===== config.mk =====
export PLATFORM = sky130hd
export DESIGN_NAME = lfu_lru_tiebreak_replacement
export DESIGN_NICKNAME = d
export VERILOG_FILES = /design/src/hdl/lfutb_pkg.sv /design/src/hdl/lfu_lru_tiebreak_replacement.sv
export SDC_FILE = /design/constraint.sdc
export NUM_CORES = 1
export LEC_CHECK = 0
export ABC_AREA = 1
export BUFFER_PORTS_ARGS = -buffer_cell sky130_fd_sc_hd__clkbuf_2
export CAP_MARGIN = 15
export CORE_UTILIZATION = 35
export DETAILED_ROUTE_END_ITERATION = 8
export GPL_ROUTABILITY_DRIVEN = 0
export PLACE_DENSITY = 0.56
export SLEW_MARGIN = 30
export SYNTH_ARGS = -nofsm -noshare
export SYNTH_HDL_FRONTEND = slang
export SYNTH_SLANG_ARGS = --single-unit

===== constraint.sdc =====
create_clock -name clk -period 6.9 [get_ports clk]
set_input_delay 0.69 -clock clk [delete_from_list [all_inputs] [get_ports clk]]
set_output_delay 0.69 -clock clk [all_outputs]
set_load 0.01 [all_outputs]

===== src/hdl/lfutb_pkg.sv =====
// lfutb_pkg: shared types for the lfu replacement block with lru tie-break
// holds the operation codes carried on the input channel; no dependencies
package lfutb_pkg;

  typedef enum logic [1:0] {
    OP_INVALIDATE = 2'd0,
    OP_TOUCH      = 2'd1,
    OP_INSERT     = 2'd2,
    OP_VICTIM     = 2'd3
  } op_t;

  localparam int unsigned OP_W      = 2;
  localparam int unsigned WAY_FLD_W = 3;
  localparam int unsigned NOW_W     = 32;

endpackage


===== src/hdl/lfu_lru_tiebreak_replacement.sv =====
// lfu_lru_tiebreak_replacement: lfu replacement state for one cache set, lru tie-break
// per-way count and time stamp in one memory, victim search by one shared comparator
// depends on lfutb_pkg
// invalidate and insert pass S_RES, touch passes S_TOUCH then S_RES, victim search
//   runs S_SCAN then S_RES to the result register; one transaction in flight at a time
// ready again once the result loads; S_RES waits for a free output before loading it,
//   and during a search the single read port feeds the comparator one way per cycle
// reset clears control state and the per-way valid bits; an invalid way reads as zero,
//   so no clearing sweep runs and the block is ready right after reset
module lfu_lru_tiebreak_replacement
  import lfutb_pkg::*;
#(
  parameter int unsigned WAYS       = 8,
  parameter int unsigned COUNT_BITS = 16,
  parameter int unsigned TIME_BITS  = 32
) (
  input  logic        clk,
  input  logic        rst_n,
  input  logic        in_tvalid,
  output logic        in_tready,
  input  logic [39:0] in_tdata,   // way [2:0], now [34:3], zero [39:35]
  input  logic [1:0]  in_tuser,   // operation [1:0]
  output logic        out_tvalid,
  input  logic        out_tready,
  output logic [7:0]  out_tdata,  // victim_way [2:0], zero [7:3]
  output logic        out_tuser   // victim_valid [0]
);

  localparam int unsigned IDX_W  = $clog2(WAYS);
  localparam int unsigned WORD_W = TIME_BITS + COUNT_BITS;

  typedef enum logic [2:0] {
    S_IDLE,
    S_TOUCH,
    S_SCAN,
    S_RES
  } state_t;

  // input field split
  op_t                  in_op;
  logic [WAY_FLD_W-1:0] in_way;
  logic [NOW_W-1:0]     in_now;
  logic [31:0]          way_ext;
  logic                 in_set;
  logic [IDX_W-1:0]     way_idx;
  logic                 in_fire;

  assign in_op   = op_t'(in_tuser);
  assign in_way  = in_tdata[2:0];
  assign in_now  = in_tdata[34:3];
  assign way_ext = 32'(in_way);
  assign in_set  = (way_ext < WAYS);
  assign way_idx = way_ext[IDX_W-1:0];

  // control and captured transaction
  state_t                 state_r, state_nxt;
  logic [IDX_W-1:0]       idx_r, idx_nxt;
  logic [TIME_BITS-1:0]   time_r, time_nxt;
  logic                   set_r, set_nxt;
  logic                   is_victim_r, is_victim_nxt;
  logic [IDX_W:0]         scan_addr_r, scan_addr_nxt;
  logic [IDX_W-1:0]       cmp_idx_r, cmp_idx_nxt;
  logic [IDX_W-1:0]       best_idx_r, best_idx_nxt;
  logic [COUNT_BITS-1:0]  best_cnt_r, best_cnt_nxt;
  logic [TIME_BITS-1:0]   best_time_r, best_time_nxt;
  logic                   out_tvalid_r, out_tvalid_nxt;
  logic [7:0]             out_tdata_r, out_tdata_nxt;
  logic                   out_tuser_r, out_tuser_nxt;
  logic [WAYS-1:0]        valid_r, valid_nxt;

  // memory
  logic [WORD_W-1:0]      mem [WAYS];
  logic                   mem_we;
  logic [IDX_W-1:0]       mem_waddr;
  logic [WORD_W-1:0]      mem_wdata;
  logic [IDX_W-1:0]       mem_raddr;
  logic [WORD_W-1:0]      rd_word_r;
  logic                   rd_vld_r;

  // read data with invalid entries as zero
  logic [COUNT_BITS-1:0]  rd_cnt;
  logic [TIME_BITS-1:0]   rd_time;
  logic [COUNT_BITS-1:0]  cnt_inc;
  logic                   cmp_better;
  logic                   out_free;
  logic [31:0]            best_ext;

  assign in_tready = (state_r == S_IDLE);
  assign in_fire   = in_tvalid & in_tready;
  assign out_free  = ~out_tvalid_r | out_tready;

  assign rd_cnt  = rd_vld_r ? rd_word_r[COUNT_BITS-1:0] : '0;
  assign rd_time = rd_vld_r ? rd_word_r[WORD_W-1:COUNT_BITS] : '0;
  assign cnt_inc = (rd_cnt == {COUNT_BITS{1'b1}}) ? rd_cnt : rd_cnt + 1'b1;

  // shared comparator: lower count wins, older stamp breaks a count tie
  assign cmp_better = (rd_cnt < best_cnt_r) ||
                      ((rd_cnt == best_cnt_r) && (rd_time < best_time_r));

  assign best_ext = 32'(best_idx_r);

  always_comb begin
    if (state_r == S_IDLE) begin
      mem_raddr = (in_op == OP_VICTIM) ? '0 : way_idx;
    end else begin
      mem_raddr = scan_addr_r[IDX_W-1:0];
    end
  end

  always_comb begin
    state_nxt      = state_r;
    idx_nxt        = idx_r;
    time_nxt       = time_r;
    set_nxt        = set_r;
    is_victim_nxt  = is_victim_r;
    scan_addr_nxt  = scan_addr_r;
    cmp_idx_nxt    = cmp_idx_r;
    best_idx_nxt   = best_idx_r;
    best_cnt_nxt   = best_cnt_r;
    best_time_nxt  = best_time_r;
    valid_nxt      = valid_r;
    out_tvalid_nxt = out_tvalid_r & ~out_tready;
    out_tdata_nxt  = out_tdata_r;
    out_tuser_nxt  = out_tuser_r;
    mem_we         = 1'b0;
    mem_waddr      = idx_r;
    mem_wdata      = {time_r, cnt_inc};

    case (state_r)
      S_IDLE: begin
        if (in_fire) begin
          idx_nxt       = way_idx;
          time_nxt      = TIME_BITS'(in_now);
          set_nxt       = in_set;
          is_victim_nxt = (in_op == OP_VICTIM);
          case (in_op)
            OP_INVALIDATE: begin
              if (in_set) begin
                valid_nxt[way_idx] = 1'b0;
              end
              state_nxt = S_RES;
            end
            OP_TOUCH: begin
              state_nxt = in_set ? S_TOUCH : S_RES;
            end
            OP_INSERT: begin
              if (in_set) begin
                mem_we             = 1'b1;
                mem_waddr          = way_idx;
                mem_wdata          = {TIME_BITS'(in_now), COUNT_BITS'(1)};
                valid_nxt[way_idx] = 1'b1;
              end
              state_nxt = S_RES;
            end
            OP_VICTIM: begin
              scan_addr_nxt = (IDX_W+1)'(1);
              cmp_idx_nxt   = '0;
              state_nxt     = S_SCAN;
            end
            default: begin
              state_nxt = S_RES;
            end
          endcase
        end
      end
      S_TOUCH: begin
        mem_we           = 1'b1;
        mem_waddr        = idx_r;
        mem_wdata        = {time_r, cnt_inc};
        valid_nxt[idx_r] = 1'b1;
        state_nxt        = S_RES;
      end
      S_SCAN: begin
        // first way seeds the running best
        if ((cmp_idx_r == '0) || cmp_better) begin
          best_idx_nxt  = cmp_idx_r;
          best_cnt_nxt  = rd_cnt;
          best_time_nxt = rd_time;
        end
        if (32'(cmp_idx_r) == WAYS - 1) begin
          state_nxt = S_RES;
        end else begin
          cmp_idx_nxt   = cmp_idx_r + 1'b1;
          scan_addr_nxt = scan_addr_r + 1'b1;
        end
      end
      S_RES: begin
        if (out_free) begin
          out_tvalid_nxt = 1'b1;
          out_tdata_nxt  = is_victim_r ? {5'd0, best_ext[2:0]} : 8'd0;
          out_tuser_nxt  = is_victim_r;
          state_nxt      = S_IDLE;
        end
      end
      default: begin
        state_nxt = S_IDLE;
      end
    endcase
  end

  always_ff @(posedge clk) begin
    if (!rst_n) begin
      state_r      <= S_IDLE;
      out_tvalid_r <= 1'b0;
      valid_r      <= '0;
      scan_addr_r  <= '0;
      cmp_idx_r    <= '0;
    end else begin
      state_r      <= state_nxt;
      out_tvalid_r <= out_tvalid_nxt;
      valid_r      <= valid_nxt;
      scan_addr_r  <= scan_addr_nxt;
      cmp_idx_r    <= cmp_idx_nxt;
    end
  end

  always_ff @(posedge clk) begin
    idx_r       <= idx_nxt;
    time_r      <= time_nxt;
    set_r       <= set_nxt;
    is_victim_r <= is_victim_nxt;
    best_idx_r  <= best_idx_nxt;
    best_cnt_r  <= best_cnt_nxt;
    best_time_r <= best_time_nxt;
    out_tdata_r <= out_tdata_nxt;
    out_tuser_r <= out_tuser_nxt;
  end

  always_ff @(posedge clk) begin
    if (mem_we) begin
      mem[mem_waddr] <= mem_wdata;
    end
    rd_word_r <= mem[mem_raddr];
    rd_vld_r  <= valid_r[mem_raddr];
  end

  assign out_tvalid = out_tvalid_r;
  assign out_tdata  = out_tdata_r;
  assign out_tuser  = out_tuser_r;

  // read address runs one way ahead of the compared data
  a_scan_align: assert property (@(posedge clk) disable iff (!rst_n)
    state_r == S_SCAN |-> scan_addr_r == ({1'b0, cmp_idx_r} + 1'b1))
    else $error("scan read address out of step with compare index");

  a_victim_enters_scan: assert property (@(posedge clk) disable iff (!rst_n)
    in_fire && in_op == OP_VICTIM |=> state_r == S_SCAN)
    else $error("victim request did not start a scan");

  a_result_loaded: assert property (@(posedge clk) disable iff (!rst_n)
    state_r == S_RES && out_free |=> out_tvalid_r && state_r == S_IDLE)
    else $error("finished transaction not moved to the result register");

  a_touch_out_of_set: assert property (@(posedge clk) disable iff (!rst_n)
    state_r == S_TOUCH |-> set_r)
    else $error("touch update for a way outside the set");

endmodule

==> key figures <==
Global route
  • Vias in the first global route: 13.6k
  • Remaining global-route overflow: 0
  • GRT Total Usage: ~15%
  • Largest net degree at the start of global routing: 89
  • Antenna violations before repair: 0
  • First-pass GRT wire length: 76.6 mm

Synth
  • Main synth FF type: edfxtp_1
  • Commonest cells in the netlist: 475 x edfxtp_1, 267 x nand2_1, 229 x nor2_1, 193 x inv_1, 143 x o21ai_1
  • Average size of a mapped cell: between 10 and 15 um2
  • Cell taking the most area after synthesis: edfxtp_1
  • Synth warn: 0
  • Flops & latches, synth: ~540
  • Count leader, synth: edfxtp_1
  • Synth Instances: between 1.5k and 2k
  • Top cell type's share of synthesized area: 63.8%
  • Post-synthesis sequential area ratio: between 60 and 70%
  • Async SR Flop Fraction: 0%
  • Number of synthesized flops with an enable pin: approximately 480
  • Synthesized area: 22400 um2
  • Synth top area cells: edfxtp_1 64%, dfxtp_1 5.9%, nand2_1 4.5%, nor2_1 3.8%, inv_1 3.2%
  • Cell variety after synth: 43

Timing
  • RSZ-0062 raised after global routing: no
  • Worst slew margin: approximately a third
  • Min Tclk post-route: 4.08 ns
  • Setup TNS: 0 ns
  • Setup Viol. Count Final: 0
  • Final hold violations: 0
  • Fmax: approximately 250 MHz
  • Period utilisation layout: just under 60%
  • Worst Tran Pin Value: between 0.9 and 1 ns
  • Max-slew violations: 0
  • Final clock skew: between 0.01 and 0.015 ns

Placed design
  • Port Buf Inserts: 46
  • Area after DPL: approximately 23000 um2
  • Detailed placement HPWL: 26.8 mm

Routing
  • Drt wl/cell: 17.3 um
  • Initial DRC count: about 1.0k
  • First-pass iteration count of the detailed router: 7
  • Vias: roughly 14k
  • DRC: 0
  • Post-route ant nets: 0
  • Routed wire length: 49.0 mm
  • Via/cell ratio: ~4.9

Pwr
  • LEAKAGE: 0.00939 uW
  • Pwr dens: between 400 and 500 nW/um2
  • Peak supply drop: ~180 uV

Cells and area
  • P&R area growth vs syn: 12.3%
  • Non-Filler Cell Area, Final: roughly 25000 um2
  • Fraction of layout cells with a size suffix above 1: 8.80%
  • ANT cells: 0
  • Final net count: between 2k and 2.5k

Flow run
  • Max-cap viol count: 0

Floorplan
  • Starting Density: 35.4%
  • Die Height: 255 um
  • Core area: 63100 um2
  • Die X: 255 um
  • Die area: approximately 65000 um2
  • Io pins: 57
  • Std cell rows: 92

Clock network
  • H-tree depth: 2
  • Setup Buffers After CTS: 0
  • Clk slew on worst S/H paths: 0.06 ns
  • CTS tree: done
  • Maximum root-to-sink buffer count: 3
  • Worst-Skew Late Latency: approximately 0.6 ns
  • Clock sink count: roughly 540
  • Hold_buf cts: 0
  • Clock Root Buffer: clkbuf_16
  • Cts bufs inserted: 55
  • Post-cts repair resize count: 0

Worst setup path
  • Worst setup EP type: flip-flop
  • CP required: 7.12 ns
  • CP Data Arrival Time: around 4.3 ns
  • Crit path max fanout: 44
  • CP Launch Type: flip-flop
  • Setup CP Type: reg -> reg

Status
  • Outcome: finished, final reports clean

Worst hold path
  • Worst min path class: in -> reg
through the flow:
step | hold WS [ns] | instances | total power, uW | worst slack, ns | util, %
global route | 0.249 | 2834 | 10900 | 2.48 | 39.8
finish | 0.281 | 2834 | 10300 | 2.82 | 39.8
global placement | 0.453 | 2730 | 7380 | 2.76 | 37.0
detailed placement | 0.457 | 2730 | 7470 | 2.65 | 37.0
floorplan | 0.434 | 1910 | 6720 | 1.95 | -
CTS | 0.240 | 2833 | 10400 | 2.66 | 39.7
layout by cell type (no fill, tap or decap), types with 9 or more instances in the layout:
cell type / count
clkbuf_2: 46
clkbuf_1: 22
a21oi_1: 47
dfxtp_1: 65
o21ai_1: 143
a211oi_1: 10
nor2_4: 9
nor3_1: 24
o21ai_0: 134
clkinv_2: 10
edfxtp_1: 475
o22ai_1: 97
clkbuf_16: 58
nand3_1: 19
inv_1: 193
nand2_1: 266
ha_1: 56
nor2_1: 221
buf_4: 21
critical path: stages (launching register included):
cell and delay, ns:
dfxtp_1 0.34, inv_1 0.09, ha_1 0.31, nand2_1 0.13
inv_2 0.06, buf_4 0.54, nand2_2 0.20, o21ai_0 0.29
nand2_1 0.29, nor2_4 0.74, buf_4 0.67
cell families after synthesis:
kind of cell,Yosys count,share of synthesized area [%]
AOI/OAI and AO/OA,453,11.1
xor gates and xnor gates,4,0.157
adders and majority gates,56,3.13
buffers and inverters,294,6.03
DFF,541,69.7
other,1,0.0168
and+or+nand+nor,557,9.84
routing by layer:
metal  track usage [%]  up-vias  wire, um
met4              5.00        0      1180
met3              2.51       81      1900
met5                 0        -         0
met2              26.7      251     24000
met1              19.6     6662     21900
li1                  -     6755         -
power by group:
group | internal [uW] | switching (uW) | total, uW
sequential | 4320 | 169 | 4480
clock | 1670 | 1210 | 2880
combinational | 835 | 2070 | 2900
area by class of cell:
type / instances / area [um2]
Multi-Input combinational cell: 1075 / 5530
Clock buffer: 83 / 1560
Inverter: 200 / 759
Fill cell: 6076 / 38000
Tap cell: 846 / 1060
Sequential cell: 541 / 15600
Timing Repair Buffer: 69 / 424
Clock inverter: 20 / 174
final timing paths:
kind | from | to | slack (ns) | cells past startpoint
worst min-delay path | in_tdata[29] | time_r[26] | 0.28 | 1
worst min register to register | cmp_idx_r[2] | best_idx_r[2] | 0.47 | 0
worst max register to register | state_r[0] | mem[2][18] | 2.82 | 10
worst max-delay path | state_r[0] | mem[2][18] | 2.82 | 10
sequential cells by signal, summed over array words and instances, names as in the netlist, named ones only:
name	cells
rd_vld_r	1
best_idx_r	3
idx_r	3
mem	384
out_tdata	3
rd_word_r	48
best_time_r	32
out_tvalid	1
cmp_idx_r	3
best_cnt_r	16
state_r	2
is_victim_r	1
out_tuser	1
time_r	32
scan_addr_r	3
(Power assumes the default switching activity.)
